`src/hdl/sfd_pkg.sv`:
```
// Shared types and constants for the stuffed frame decoder.
`default_nettype none
package sfd_pkg;

  localparam logic [7:0] SYNC_MARK   = 8'hFF;
  localparam logic [7:0] ESCAPE_MARK = 8'hFE;

  localparam int BYTE_W   = 8;
  localparam int COUNT_W  = 18;
  localparam int LENGTH_W = 16;

  // default queue depths between the stages and at the output
  localparam int FRONT_DEPTH = 2;
  localparam int BACK_DEPTH  = 2;

  // configuration register indexes
  localparam int   CFG_IDX_W = 1;
  localparam logic REG_LENGTH_BYTES  = 1'b0;
  localparam logic REG_LENGTH_OFFSET = 1'b1;

  localparam logic [1:0] LENGTH_BYTES_TWO = 2'd2;

  typedef enum logic [1:0] {
    STATUS_BUSY  = 2'd0,
    STATUS_OK    = 2'd1,
    STATUS_ERROR = 2'd2
  } status_t;

  // classified input byte
  typedef struct packed {
    logic [BYTE_W-1:0] data;
    logic              is_sync;
    logic              is_escape;
  } item_t;

  typedef struct packed {
    logic [BYTE_W-1:0] payload_byte;
    logic              payload_valid;
    status_t           frame_status;
  } result_t;

endpackage
`default_nettype wire

```
`src/hdl/sfd_queue.sv`:
```
// Small first-word-fall-through queue used between and after the decoder stages.
`default_nettype none
module sfd_queue #(
  parameter int WIDTH = 8,
  parameter int DEPTH = 2
) (
  input  wire logic             clk,
  input  wire logic             rst,
  input  wire logic             push,
  input  wire logic [WIDTH-1:0] wr_data,
  output logic                  full,
  input  wire logic             pop,
  output logic [WIDTH-1:0]      rd_data,
  output logic                  empty
);

  localparam int IDX_W = (DEPTH > 1) ? $clog2(DEPTH) : 1;
  localparam int CNT_W = $clog2(DEPTH + 1);

  logic [WIDTH-1:0] mem [DEPTH];
  logic [IDX_W-1:0] wr_ptr;
  logic [IDX_W-1:0] rd_ptr;
  logic [CNT_W-1:0] count;
  logic             do_push;
  logic             do_pop;

  assign full    = (count == CNT_W'(DEPTH));
  assign empty   = (count == '0);
  assign do_push = push && !full;
  assign do_pop  = pop && !empty;
  assign rd_data = mem[rd_ptr];

  always_ff @(posedge clk) begin
    if (do_push) begin
      mem[wr_ptr] <= wr_data;
    end
  end

  always_ff @(posedge clk) begin
    if (rst) begin
      wr_ptr <= '0;
      rd_ptr <= '0;
      count  <= '0;
    end else begin
      if (do_push) begin
        wr_ptr <= (wr_ptr == IDX_W'(DEPTH - 1)) ? '0 : wr_ptr + 1'b1;
      end
      if (do_pop) begin
        rd_ptr <= (rd_ptr == IDX_W'(DEPTH - 1)) ? '0 : rd_ptr + 1'b1;
      end
      case ({do_push, do_pop})
        2'b10:   count <= count + 1'b1;
        2'b01:   count <= count - 1'b1;
        default: count <= count;
      endcase
    end
  end

  a_count_bound: assert property (@(posedge clk) disable iff (rst)
    count <= CNT_W'(DEPTH)) else $error("queue count overflow");

endmodule
`default_nettype wire

```
`src/hdl/sfd_front.sv`:
```
// Front stage: tags each received byte as sync, escape or plain and queues it.
`default_nettype none
module sfd_front #(
  parameter int DEPTH = sfd_pkg::FRONT_DEPTH
) (
  input  wire logic                       clk,
  input  wire logic                       rst,
  input  wire logic                       push,
  input  wire logic [sfd_pkg::BYTE_W-1:0] rx_byte,
  output logic                            full,
  input  wire logic                       item_pop,
  output sfd_pkg::item_t                  item,
  output logic                            item_empty
);

  localparam int ITEM_W = $bits(sfd_pkg::item_t);

  sfd_pkg::item_t    classified;
  logic [ITEM_W-1:0] q_rd;

  always_comb begin
    classified.data      = rx_byte;
    classified.is_sync   = (rx_byte == sfd_pkg::SYNC_MARK);
    classified.is_escape = (rx_byte == sfd_pkg::ESCAPE_MARK);
  end

  sfd_queue #(
    .WIDTH(ITEM_W),
    .DEPTH(DEPTH)
  ) u_queue (
    .clk    (clk),
    .rst    (rst),
    .push   (push),
    .wr_data(classified),
    .full   (full),
    .pop    (item_pop),
    .rd_data(q_rd),
    .empty  (item_empty)
  );

  assign item = sfd_pkg::item_t'(q_rd);

endmodule
`default_nettype wire

```
`src/hdl/sfd_back.sv`:
```
// Back stage: frame state, checksum, length count and result queue.
`default_nettype none
module sfd_back #(
  parameter int DEPTH = sfd_pkg::BACK_DEPTH
) (
  input  wire logic                          clk,
  input  wire logic                          rst,
  input  wire logic                          cfg_we,
  input  wire logic [sfd_pkg::CFG_IDX_W-1:0] cfg_index,
  input  wire logic [sfd_pkg::BYTE_W-1:0]    cfg_data,
  input  wire sfd_pkg::item_t                item,
  input  wire logic                          item_empty,
  output logic                               item_pop,
  input  wire logic                          pop,
  output sfd_pkg::result_t                   result,
  output logic                               empty
);

  localparam int RES_W = $bits(sfd_pkg::result_t);

  logic [1:0]                     length_bytes;
  logic [sfd_pkg::BYTE_W-1:0]     length_offset;

  logic                           after_sync, after_sync_next;
  logic                           in_frame, in_frame_next;
  logic                           await_length_high, await_length_high_next;
  logic [sfd_pkg::BYTE_W-1:0]     running_sum, running_sum_next;
  logic [sfd_pkg::COUNT_W-1:0]    byte_count, byte_count_next;
  logic [sfd_pkg::LENGTH_W-1:0]   frame_length, frame_length_next;

  logic                           out_full;
  logic                           fire;
  logic [sfd_pkg::BYTE_W-1:0]     d_byte;
  logic [sfd_pkg::BYTE_W-1:0]     sum_inc;
  logic [sfd_pkg::COUNT_W-1:0]    count_inc;
  logic [sfd_pkg::COUNT_W-1:0]    end_count;
  sfd_pkg::result_t               res;
  logic [RES_W-1:0]               q_rd;

  assign fire     = !item_empty && !out_full;
  assign item_pop = fire;

  always_ff @(posedge clk) begin
    if (rst) begin
      length_bytes  <= 2'd1;
      length_offset <= '0;
    end else if (cfg_we) begin
      case (cfg_index)
        sfd_pkg::REG_LENGTH_BYTES:  length_bytes  <= cfg_data[1:0];
        sfd_pkg::REG_LENGTH_OFFSET: length_offset <= cfg_data;
        default:                    length_offset <= length_offset;
      endcase
    end
  end

  // escaped pair restores a 0xFF data byte
  assign d_byte    = (item.is_escape && after_sync) ? sfd_pkg::SYNC_MARK : item.data;
  assign count_inc = byte_count + 1'b1;
  assign end_count = sfd_pkg::COUNT_W'(frame_length) + sfd_pkg::COUNT_W'(length_offset)
                     + sfd_pkg::COUNT_W'(1);

  always_comb begin
    after_sync_next        = after_sync;
    in_frame_next          = in_frame;
    await_length_high_next = await_length_high;
    running_sum_next       = running_sum;
    byte_count_next        = byte_count;
    frame_length_next      = frame_length;
    sum_inc                = running_sum + d_byte;
    res.payload_byte       = '0;
    res.payload_valid      = 1'b0;
    res.frame_status       = sfd_pkg::STATUS_BUSY;

    if (await_length_high) begin
      // raw high length byte, no end check
      frame_length_next      = frame_length + {item.data, 8'h00};
      running_sum_next       = running_sum + item.data;
      byte_count_next        = count_inc;
      await_length_high_next = 1'b0;
    end else if (item.is_sync) begin
      after_sync_next = 1'b1;
    end else if (!item.is_escape && after_sync) begin
      // frame open, low length byte
      frame_length_next      = sfd_pkg::LENGTH_W'(item.data);
      running_sum_next       = item.data;
      byte_count_next        = sfd_pkg::COUNT_W'(1);
      after_sync_next        = 1'b0;
      in_frame_next          = 1'b1;
      await_length_high_next = (length_bytes == sfd_pkg::LENGTH_BYTES_TWO);
    end else begin
      if (item.is_escape && after_sync) begin
        after_sync_next = 1'b0;
      end
      if (!in_frame) begin
        res.frame_status       = sfd_pkg::STATUS_ERROR;
        after_sync_next        = 1'b0;
        in_frame_next          = 1'b0;
        await_length_high_next = 1'b0;
        running_sum_next       = '0;
        byte_count_next        = sfd_pkg::COUNT_W'(1);
      end else begin
        running_sum_next  = sum_inc;
        byte_count_next   = count_inc;
        res.payload_byte  = d_byte;
        res.payload_valid = 1'b1;
        if (count_inc == end_count) begin
          res.frame_status       = (sum_inc != '0) ? sfd_pkg::STATUS_ERROR
                                                   : sfd_pkg::STATUS_OK;
          after_sync_next        = 1'b0;
          in_frame_next          = 1'b0;
          await_length_high_next = 1'b0;
          running_sum_next       = '0;
          byte_count_next        = sfd_pkg::COUNT_W'(1);
        end
      end
    end
  end

  always_ff @(posedge clk) begin
    if (rst) begin
      after_sync        <= 1'b0;
      in_frame          <= 1'b0;
      await_length_high <= 1'b0;
      running_sum       <= '0;
      byte_count        <= sfd_pkg::COUNT_W'(1);
      frame_length      <= '0;
    end else if (fire) begin
      after_sync        <= after_sync_next;
      in_frame          <= in_frame_next;
      await_length_high <= await_length_high_next;
      running_sum       <= running_sum_next;
      byte_count        <= byte_count_next;
      frame_length      <= frame_length_next;
    end
  end

  sfd_queue #(
    .WIDTH(RES_W),
    .DEPTH(DEPTH)
  ) u_out_queue (
    .clk    (clk),
    .rst    (rst),
    .push   (fire),
    .wr_data(res),
    .full   (out_full),
    .pop    (pop),
    .rd_data(q_rd),
    .empty  (empty)
  );

  assign result = sfd_pkg::result_t'(q_rd);

  a_await_in_frame: assert property (@(posedge clk) disable iff (rst)
    await_length_high |-> in_frame) else $error("length high pending outside frame");

  a_end_goes_idle: assert property (@(posedge clk) disable iff (rst)
    fire && (res.frame_status != sfd_pkg::STATUS_BUSY) |=> !in_frame && !after_sync)
    else $error("state not idle after frame end or error");

  a_sync_marks: assert property (@(posedge clk) disable iff (rst)
    fire && item.is_sync && !await_length_high |=> after_sync)
    else $error("sync byte not recorded");

endmodule
`default_nettype wire

```
`src/hdl/stuffed_frame_decoder.sv`:
```
// Top level of the byte-stuffed frame decoder with 8-bit sum check.
// Usage:
//   Input queue side: drive rx_byte and raise push; a transaction happens on a
//   clock edge with push high and full low. One raw link byte per transaction.
//   Result queue side: while empty is low the oldest result is on payload_byte,
//   payload_valid and frame_status; pop high with empty low takes it.
//   Every input byte gives exactly one result, in order.
//   Config: cfg_we with cfg_index 0 writes length_bytes, index 1 length_offset;
//   write only while no transaction is in flight.
// Path: a pushed byte is registered in the front queue, executed by the back
//   stage and registered in the result queue, then shows on the result ports.
// Throughput: one byte per cycle while the result queue has room; the per-byte
//   state update in the back stage (compare, 8-bit sum, 18-bit count compare) runs once per byte taken.
// Reset: rst (synchronous) empties both queues, clears frame state and loads
//   length_bytes 1, length_offset 0.
// Stall: if pop stays low the result queue fills, the back stage stops, then the
//   front queue fills and full rises; nothing is dropped.
`default_nettype none
module stuffed_frame_decoder #(
  parameter int FRONT_DEPTH = sfd_pkg::FRONT_DEPTH,
  parameter int BACK_DEPTH  = sfd_pkg::BACK_DEPTH
) (
  input  wire logic                          clk,
  input  wire logic                          rst,
  input  wire logic                          push,
  output logic                               full,
  input  wire logic [sfd_pkg::BYTE_W-1:0]    rx_byte,
  output logic                               empty,
  input  wire logic                          pop,
  output logic [sfd_pkg::BYTE_W-1:0]         payload_byte,
  output logic                               payload_valid,
  output logic [1:0]                         frame_status,
  input  wire logic                          cfg_we,
  input  wire logic [sfd_pkg::CFG_IDX_W-1:0] cfg_index,
  input  wire logic [sfd_pkg::BYTE_W-1:0]    cfg_data
);

  sfd_pkg::item_t   item;
  logic             item_empty;
  logic             item_pop;
  sfd_pkg::result_t result;

  sfd_front #(
    .DEPTH(FRONT_DEPTH)
  ) u_front (
    .clk       (clk),
    .rst       (rst),
    .push      (push),
    .rx_byte   (rx_byte),
    .full      (full),
    .item_pop  (item_pop),
    .item      (item),
    .item_empty(item_empty)
  );

  sfd_back #(
    .DEPTH(BACK_DEPTH)
  ) u_back (
    .clk       (clk),
    .rst       (rst),
    .cfg_we    (cfg_we),
    .cfg_index (cfg_index),
    .cfg_data  (cfg_data),
    .item      (item),
    .item_empty(item_empty),
    .item_pop  (item_pop),
    .pop       (pop),
    .result    (result),
    .empty     (empty)
  );

  assign payload_byte  = result.payload_byte;
  assign payload_valid = result.payload_valid;
  assign frame_status  = result.frame_status;

endmodule
`default_nettype wire
```
`config.mk`:
```
export PLATFORM = sky130hd
export DESIGN_NAME = stuffed_frame_decoder
export DESIGN_NICKNAME = d
export VERILOG_FILES = /design/src/hdl/sfd_pkg.sv /design/src/hdl/sfd_queue.sv /design/src/hdl/sfd_front.sv /design/src/hdl/sfd_back.sv /design/src/hdl/stuffed_frame_decoder.sv
export SDC_FILE = /design/constraint.sdc
export NUM_CORES = 1
export LEC_CHECK = 0
export BUFFER_PORTS_ARGS = -buffer_cell sky130_fd_sc_hd__buf_4
export CAP_MARGIN = 0
export CORE_UTILIZATION = 35
export CTS_BUF_LIST = sky130_fd_sc_hd__clkbuf_16
export DETAILED_ROUTE_END_ITERATION = 8
export MAX_ROUTING_LAYER = met4
export PLACE_DENSITY = 0.5
export SLEW_MARGIN = 10
export SYNTH_ARGS = -nofsm -noshare
export SYNTH_HDL_FRONTEND = slang
export SYNTH_HIERARCHICAL = 1
export SYNTH_SLANG_ARGS = --single-unit
```
`constraint.sdc`:
```
create_clock -name clk -period 4.32 [get_ports clk]
set_clock_uncertainty 0.1 [all_clocks]
set_input_delay 0.864 -clock clk [delete_from_list [all_inputs] [get_ports clk]]
set_output_delay 0.864 -clock clk [all_outputs]
set_load 0.01 [all_outputs]
```
==> metrics, run 1 <==
critical path depth 14; Crit Path Category reg -> reg; Worst Path Buf+Inv 0; DRT Pass-1 Iters 5; TNS Setup 0 ps; Comb pwr share just over 40%; Worst R2R End u_back/u_out_queue/mem[1][1]; ys flop type dfxtp_1; Antenna Cells 0; TritonCTS buffer count 9; Final Util 39.89%; DRC violations left 0; count of cell types in the netlist 65; worst-skew pair later-pin latency 360 ps; Ys Warns 6; Psw 1.375 mW; CTS sink cnt between 100 and 150; P per Cell Area approximately 500 nW/um^2; Fill cells 1,832; Final Setup Violations 0; first-pass GRT wire length 27.17 mm; Die Y about 140 um; core footprint 18,020 um^2; EDFF count, synth 42; Worst EP required 4400 ps; Post-CTS Resized 0; share of layout cells above drive strength 1 12.69%; hold path startpoint u_back/length_offset[4]; H-tree depth 3; RSZ-0062 raised after global routing false; status complete, no violations; Cell Area, Synth 6479 um^2; CTS max path bufs 2; Area Growth Syn to Fin 10.97%; largest net degree at the start of global routing 63; post-CTS setup buffer count 0; starting DRC count in detailed routing a little under 400; Avg Cell Area, Syn 9.322 um^2; Overflow after GRT 0; R2R Setup Slk 670 ps; die width 138.1 um; Initial Util a little over a third; FMAX ~270 MHz; initial antenna violation count 1; clk root buf clkbuf_16; final hold vios 0; vias in the first global route 4,965; max-slew violations 0; Synthesized Nets 754; number of cell rows 49; Reg power frac between 30% and 40%; post-synthesis sequential area ratio 39.55%; Critical Path AT roughly 3700 ps; final setup margin approximately 670 ps; max incr delay on CP between 600 and 700 ps; crit path max fanout 10; crit share post-route 84.52%; Hold Crit Class reg -> reg; vias per cell 5.514; Power Total 3.665 mW; VDD IR max around 290 uV; CP max stage cell dfxtp_1; fin crit period between 3000 and 4000 ps; Crit path max-delay family compound AO/OA/AOI/OAI gates; Setup WS pre-CTS 735.9 ps; leakage 2.785 nW; clock slew at reported path FFs 80 ps; Worst path most repeated cell a21oi_1; critical path launch point type flop; FFs w/ async S/R, synth 0%; via count 5,216; CP Cell Sequence mux2_2 -> nand2_1 -> nand2b_1 -> ha_1 -> fa_1 -> a21o_1 -> a21oi_1 -> o21bai_1 -> a21oi_1 -> xnor2_1 -> nor2_1 -> nand3_1 -> nand2_1 -> a21oi_1; dpl hpwl roughly 12 mm; Total GRT Usage 18.45%; Final nets 771; CTS tree yes; Yosys reg bits 107; crit path capture u_back/u_out_queue/mem[1][1]; I/O Pins 35; Max Cap Violations 0; Slew headroom 51.45%; clock share of power 22.1%; RePlAce Congestion ~0.87; internal power 2.291 mW; CP endpoint kind flop; Syn Inst Count 695; wire length per cell 17.48 um; switch share between 30% and 40%; FF-to-FF path depth 14; Port Buffers 34; Routed WL 16.54 mm; DRT antenna net count 0; post-cts hold buffer count 0; Die Area 19,060 um^2; worst-margin pin slew 722.8 ps
[power groups by stage]
stage	sequential, mW	clock [mW]	combinational, mW
2_1_floorplan	1.33	0	1.12
3_3_place_gp	1.38	0	1.46
3_5_place_dp	1.39	0	1.49
4_1_cts	1.37	0.830	1.50
5_1_grt	1.39	0.872	1.67
6_report	1.36	0.810	1.49
[worst register-to-register path, delay by kind of cell (launching register included)]
family,cells,cell delay [ps]
adders and majority gates,2,620
xor gates and xnor gates,1,160
DFF,1,620
AOI/OAI and AO/OA,5,910
muxes,1,430
and+or+nand+nor,5,620
[worst min-delay path by stage]
stage                                   end  slack, ps  cells past startpoint
global route        u_back/length_offset[4]        390                      2
finish              u_back/length_offset[4]        370                      2
CTS                 u_back/length_offset[0]        370                      2
detailed placement  u_back/length_offset[0]        360                      2
global placement     u_back/length_bytes[0]        350                      1
floorplan           u_back/length_offset[0]        340                      2
[routing by layer]
metal	share of wire, %	GRT usage [%]	vias to the layer above
met1	49	26.21	2488
li1	-	-	2594
met5	0	-	-
met2	45	27.39	121
met4	1.1	4.453	0
met3	4.5	2.771	13
[cell usage after synthesis (7+ instances only)]
master	n	area share, %
o21ai_0	26	2.0
or3_1	12	1.2
a21oi_1	52	4.0
ha_1	33	6.4
a211oi_1	11	1.3
inv_1	24	1.4
xnor2_1	48	6.5
a21o_1	16	1.9
nand3_1	31	2.4
nand2b_1	13	1.3
edfxtp_1	42	19
mux2i_1	9	1.4
mux2_2	22	3.8
nand2_1	51	3.0
dfxtp_1	65	20
xor2_1	15	2.0
nand4_1	20	1.9
nor2_1	57	3.3
a221oi_1	8	1.1
clkbuf_1	20	1.2
and3_1	12	1.2
a22oi_1	10	1.2
buf_2	7	0.54
nor3_1	11	0.85
[cell type report]
cell class	count	area [um^2]	area share, %
timing repair buffer	36	270.3	3.759
clock buffer	9	225.2	3.133
clock inverter	7	61.31	0.8528
sequential	107	2562	35.64
tap	229	286.5	3.985
inverter	27	101.3	1.410
multi-input combinational	531	3682	51.22
[layout by cell type, fill, tap and decap left out, types with 3 or more instances in the layout]
cell type and instances:
dfxtp_1 65, a211o_1 6, nand3_1 31, xor2_1 15
a22oi_1 10, nor4_2 3, o22ai_1 6, nand4_1 20
ha_1 33, a21oi_1 52, nor3_1 11, mux2i_1 9
clkbuf_16 9, nor2_1 57, o21bai_1 5, a211oi_1 11
o21ai_0 26, edfxtp_1 42, or3_1 12, nand2_1 51
fa_1 4, and3_1 12, a221oi_1 8, o21a_1 4
xnor2_1 48, nand2b_1 13, inv_1 25, mux2_2 22
a21o_1 16, and4_1 3, buf_4 36, o211ai_1 5
a31oi_1 4
[logic make-up (layout without fill, tap and decap cells)]
logic type,after synthesis,count (layout),share of synthesized area [%]
simple gates,232,232,18.44
xor+xnor,63,63,8.517
flops,107,107,39.55
fa+ha+maj,37,37,7.609
buf+inv,57,79,3.611
compound gates,168,168,17.05
mux,31,31,5.214
[sequential cells by signal (all words and copies together) (netlist names), named ones only]
name	cells
u_back/u_out_queue/rd_ptr	1
u_back/after_sync	1
u_back/byte_count	18
u_front/u_queue/wr_ptr	1
u_back/length_bytes	2
u_back/await_length_high	1
u_front/u_queue/rd_ptr	1
u_front/u_queue/count	2
u_back/running_sum	8
u_back/frame_length	16
u_back/in_frame	1
u_back/length_offset	8
u_back/u_out_queue/mem	22
u_back/u_out_queue/count	2
u_front/u_queue/mem	20
u_back/u_out_queue/wr_ptr	1
[per-stage QoR]
step	cell area, um^2	hold WS (ps)	std cells
after detailed placement	6903	357.5	930
after global placement	6903	349.5	930
after global routing	7189	387.2	946
after floorplan	6479	336.3	695
after CTS	7189	368.1	946
final	7189	366.6	946
Power figures use the tool's default switching activity.
==> run 2: changes to the inputs <==
Clock period 4.32 ns to 3.4 ns, I/O delays scaled along.
==> run 2 against run 1 <==
Fmax up 11%; wire length up 3.9%; combinational power up 36%; non-clock buffer count up 35; critical path type unchanged; largest cell class unchanged; largest power group unchanged; highest routed layer unchanged.
==> metrics, run 2 (synthesis results as in run 1) <==
Initial Util 35.94%; Final nets 807; share of layout cells above drive strength 1 between 10% and 20%; Total GRT Usage between 10% and 20%; Port Buffers 34; dpl hpwl 12.85 mm; via count between 5,000 and 6,000; CTS tree yes; die width roughly 140 um; vias in the first global route approximately 5,200; FMAX 304.3 MHz; first-pass GRT wire length 27.61 mm; TritonCTS buffer count 9; H-tree depth 3; FF-to-FF path depth 13; CP Cell Sequence inv_1 -> ha_1 -> inv_1 -> fa_2 -> a211oi_2 -> o21ai_1 -> o21a_1 -> a211o_1 -> a222oi_1 -> and4bb_4 -> a211o_4 -> a21o_2 -> o22ai_1; starting DRC count in detailed routing 325; R2R Setup Slk between 100 and 150 ps; clk root buf clkbuf_16; max incr delay on CP 400 ps; Die Y 138.1 um; max-slew violations 0; Worst R2R End u_back/byte_count[7]; Routed WL 17.18 mm; post-CTS setup buffer count 0; Critical Path AT 3420 ps; crit path launch u_back/length_offset[0]; highest routed metal layer met4; fin crit period 3286 ps; leakage around 3.0 nW; DRC violations left 0; number of cell rows 49; Area Growth Syn to Fin 17.03%; final setup margin around 110 ps; Final Setup Violations 0; CTS max path bufs 2; Antenna Cells 0; Max Cap Violations 0; Setup WS pre-CTS -33.64 ps; RR Startpoint u_back/length_offset[0]; Top reg by flops u_back/u_out_queue/mem; worst-skew pair later-pin latency roughly 360 ps; RePlAce Congestion 0.8391; non-filler cells, final ~980; P per Cell Area 639.1 nW/um^2; wire length per cell 17.50 um; crit share post-route 96.66%; met3 WL 588 um; met1 WL 8.381 mm; crit path max fanout 6; most frequent cells in the layout buf_4, dfxtp_1, nor2_1; Worst path most repeated cell inv_1; CP max stage cell and4bb_4; clock slew at reported path FFs 80 ps; DP Cell Count 965; hold_ws approximately 360 ps; Slew headroom 57.21%; CTS sink cnt 107; Worst EP required 3540 ps; Hold Crit Class reg -> reg; DRT antenna net count 0; VDD IR max around 280 uV; largest net degree at the start of global routing 52; Power Total 4.846 mW; Largest register FFs 22; most common cell after layout, fill and taps aside buf_4; DRT Pass-1 Iters 7; final hold vios 0; critical path launch point type flop; Top Registers u_back/u_out_queue/mem x22, u_front/u_queue/mem x20, u_back/byte_count x18; initial antenna violation count 0; Crit Path Category reg -> reg; Crit path max-delay family compound AO/OA/AOI/OAI gates; Overflow after GRT 0; Worst Path Buf+Inv 2; core footprint 18,020 um^2; CP endpoint kind flop; critical path depth 13; post-cts hold buffer count 0; Fill cells between 1,500 and 2,000; I/O Pins 35; Final Util 42.07%; crit path capture u_back/byte_count[7]; met2 routed WL slightly below 8 mm; status complete, no violations; Die Area 19,060 um^2; vias per cell ~5.5; worst-margin pin slew 639.5 ps
-- run 2: cell count changes in the layout (fill, tap and decap cells not counted), moves of 2 or more --
cell	delta
nand3_1	-2
inv_8	+2
a21oi_1	-3
buf_4	+34
a21oi_2	+3
-- run 2: cell type report --
| class | instances | area, um^2 | area share, % |
|---|---|---|---|
| multi-input cells | 532 | 3779 | 49.83 |
| clock buffers | 10 | 250.2 | 3.300 |
| inverters | 27 | 101.3 | 1.337 |
| well taps | 229 | 286.5 | 3.779 |
| flip-flops and latches | 107 | 2566 | 33.84 |
| repair buffers | 71 | 536.8 | 7.079 |
| clock inverters | 6 | 62.56 | 0.8251 |
-- run 2: how the worst min path moves through the flow --
| stage | depth (start not counted) | to | from | slack (ps) |
|---|---|---|---|---|
| floorplan | 2 | u_back/length_offset[0] | u_back/length_offset[0] | 340 |
| global placement | 1 | u_back/length_bytes[0] | u_back/length_bytes[0] | 350 |
| detailed placement | 2 | u_back/length_offset[0] | u_back/length_offset[0] | 350 |
| CTS | 2 | u_back/length_offset[0] | u_back/length_offset[0] | 360 |
| global route | 2 | u_back/length_offset[0] | u_back/length_offset[0] | 390 |
| finish | 2 | u_back/length_offset[0] | u_back/length_offset[0] | 360 |
-- run 2: worst min-delay path, delay by kind of cell (launching register included) --
kind	cells	cell delay [ps]
flops	1	310
simple gates	1	50
compound gates	1	50
-- run 2: metal layers --
metal / global-route usage [%] / vias up
met4: 6.189 / 0
met1: 25.60 / 2560
met3: 2.736 / 17
li1: - / 2658
met2: 28.37 / 139
met5: - / -
-- run 2: timing repair --
action	in CTS	in global routing
gates cloned	0	1
resized for setup	2	20
pin swaps	0	4
endpoints found under the setup margin	14	30
-- run 2: report_power, final --
| part | switching [mW] | internal (mW) | total [mW] |
|---|---|---|---|
| Combinational | 1.14 | 0.881 | 2.02 |
| Clock | 0.527 | 0.564 | 1.09 |
| Sequential | 0.146 | 1.59 | 1.73 |
| Total | 1.81 | 3.03 | 4.85 |
-- run 2: per-stage QoR --
step	TNS (ps)	cell area, um^2
final	0	7582
after global routing	-131.0	7582
after CTS	0	7481
after detailed placement	-146.6	7166
after global placement	0	7166
after floorplan	0	6479
==> run 3: changes to the inputs <==
Settings changed: ABC_AREA from default to 1, PLACE_DENSITY 0.5 to 0.49.
==> run 3 against run 2 <==
Critical path depth unchanged; clock power decreased by 5%; global-route usage grew 0.20 points; fmax rose by 6.7%; core utilization down 1.3 points; worst setup slack better by 210 ps; power is essentially flat; sequential share of layout area down 0.65 points; flip-flop and latch count unchanged; synthesized cell count rose by 32%; largest cell class unchanged; die area is 6.0% higher; largest power group unchanged.
==> metrics, run 3 <==
Post-CTS Resized 0; Overflow after GRT 0; Register Area 2562 um^2; leakage around 3.3 nW; worst-margin pin slew roughly 810 ps; TritonCTS buffer count 9; critical path depth 13; largest net degree at the start of global routing 39; CTS max path bufs 2; via count 5,745; post-CTS setup buffer count 0; Worst Path Buf+Inv 2; FF-to-FF path depth 13; core footprint 18,960 um^2; Port Buffers 34; fin crit period ~3100 ps; Synthesized Nets roughly 980; hold path startpoint u_back/length_bytes[0]; Max Cap Violations 0; switch share 40.64%; most frequent cell after synthesis nand2_1; P per Cell Area 627.8 nW/um^2; post-synth top area share 18.93%; R2R Setup Slk 320 ps; TNS Setup 0 ps; internal power 2.877 mW; Largest register FFs 22; clk root buf clkbuf_16; vias in the first global route around 5,500; multi-input logic area 3791 um^2; crit path max fanout 8; clock share of power 21.6%; Area Growth Syn to Fin 12.29%; DRT Pass-1 Iters 4; die width 142.1 um; clock slew at reported path FFs ~80 ps; Yosys reg bits about 110; I/O Pins 35; Slew headroom between 40 and 50%; Avg Cell Area, Syn about 7.5 um^2; worst-skew pair later-pin latency 360 ps; hold_ws around 360 ps; Yosys top cell by area dfxtp_1; Antenna Cells 0; share of layout cells above drive strength 1 15.48%; Hold Crit Class reg -> reg; Die Area around 20,000 um^2; VDD IR max 403.0 uV; FMAX 324.8 MHz; wire length per cell 14.15 um; dpl hpwl 12.81 mm; final hold vios 0; CP endpoint kind flop; most frequent cells in the layout nand2_1, nor2_1, inv_1; Syn Inst Count about 920; DRC violations left 0; H-tree depth 3; Critical Path AT 3160 ps; crit share post-route 90.56%; Cell Area, Synth 6874 um^2; most common cell after layout, fill and taps aside nand2_1; first-pass GRT wire length ~28 mm; Worst EP required 3480 ps; Ys Warns 6; Hold Crit Depth 2; Reg power frac a little over a third; Fill cells slightly below 2,000; max-slew violations 0; Top reg by flops u_back/u_out_queue/mem; Routed WL 17.20 mm; number of cell rows 50; Final Setup Violations 0; FFs w/ async S/R, synth 0%; vias per cell ~4.7; Die Y 142.1 um; RePlAce Congestion roughly 0.86; max incr delay on CP about 440 ps; Final nets 1,010; DRT antenna net count 0; RSZ-0062 raised after global routing false; CTS tree yes; starting DRC count in detailed routing 422; Commonest cells post-synth nand2_1, nor2_1, inv_1; count of cell types in the netlist 47; post-cts hold buffer count 0; CP Cell Sequence buf_4 -> mux2_2 -> inv_1 -> nand2_1 -> fa_1 -> a21oi_1 -> o21bai_1 -> a21oi_1 -> o21ai_0 -> xor2_1 -> nor3_2 -> nand2_1 -> nor3_1; ys flop type dfxtp_1; synth top area cells dfxtp_1, edfxtp_1, nand2_1; CTS sink cnt 107; Top Registers u_back/u_out_queue/mem x22, u_front/u_queue/mem x20, u_back/byte_count x18; Crit path max-delay family simple AND/OR/NAND/NOR gates; Total GRT Usage 18.94%; status complete, no violations; post-synthesis sequential area ratio 37.28%; Crit Path Category reg -> reg; initial antenna violation count 0; Initial Util 36.26%; EDFF count, synth 42; CP max stage cell fa_1; critical path launch point type flop; Psw about 2.0 mW; Comb pwr share 42.3%
run 3: logic make-up after synthesis:
kind of cell / share of synthesized area [%]
AOI/OAI and AO/OA: 10.41
xor gates and xnor gates: 3.167
adders and majority gates: 7.172
buffers and inverters: 7.772
DFF: 37.28
muxes: 3.440
and+or+nand+nor: 30.76
run 3: worst paths after layout:
check / end
worst min-delay path: u_back/length_bytes[0]
worst max-delay path: u_back/u_out_queue/mem[0][0]
worst max register to register: u_back/u_out_queue/mem[0][0]
worst min register to register: u_back/length_bytes[0]
run 3: layer usage:
metal  track usage (%)  vias up  share of wire [%]
met5                 -        -                  0
met4             6.169        0                1.5
met3             2.322       15                3.5
met2             26.50      103                 41
met1             27.95     2563                 54
li1                  -     3064                  -
run 3: power groups by stage:
stage	registers [mW]	clock network, mW	logic [mW]
global route	1.78	1.14	2.31
detailed placement	1.78	0	2.03
CTS	1.75	1.09	2.04
finish	1.75	1.04	2.05
global placement	1.79	0	2.04
floorplan	1.73	0	1.47
run 3: cell type report:
type	instances	share of cell area (%)
multi-input combinational	678	49.12
sequential	107	33.20
inverter	112	5.479
tap	260	4.215
timing repair buffer	43	4.182
clock buffer	9	2.918
clock inverter	7	0.8916
run 3: stage by stage:
step | setup slack [ps] | cells | util, % | instance area (um^2) | power, mW
2_1_floorplan | 176.4 | 918 | - | 6874 | 3.197
3_3_place_gp | 293.0 | 1200 | 39.10 | 7411 | 3.821
3_5_place_dp | 220.5 | 1200 | 39.10 | 7411 | 3.807
4_1_cts | 184.0 | 1216 | 40.65 | 7705 | 4.881
5_1_grt | 12.01 | 1216 | 40.72 | 7719 | 5.236
6_report | 321.0 | 1216 | 40.72 | 7719 | 4.846
run 3: tightest hold or removal path, stage by stage, from the launching register on:
cell and delay [ps]:
dfxtp_1 330, nand2_1 50, nand3_1 50
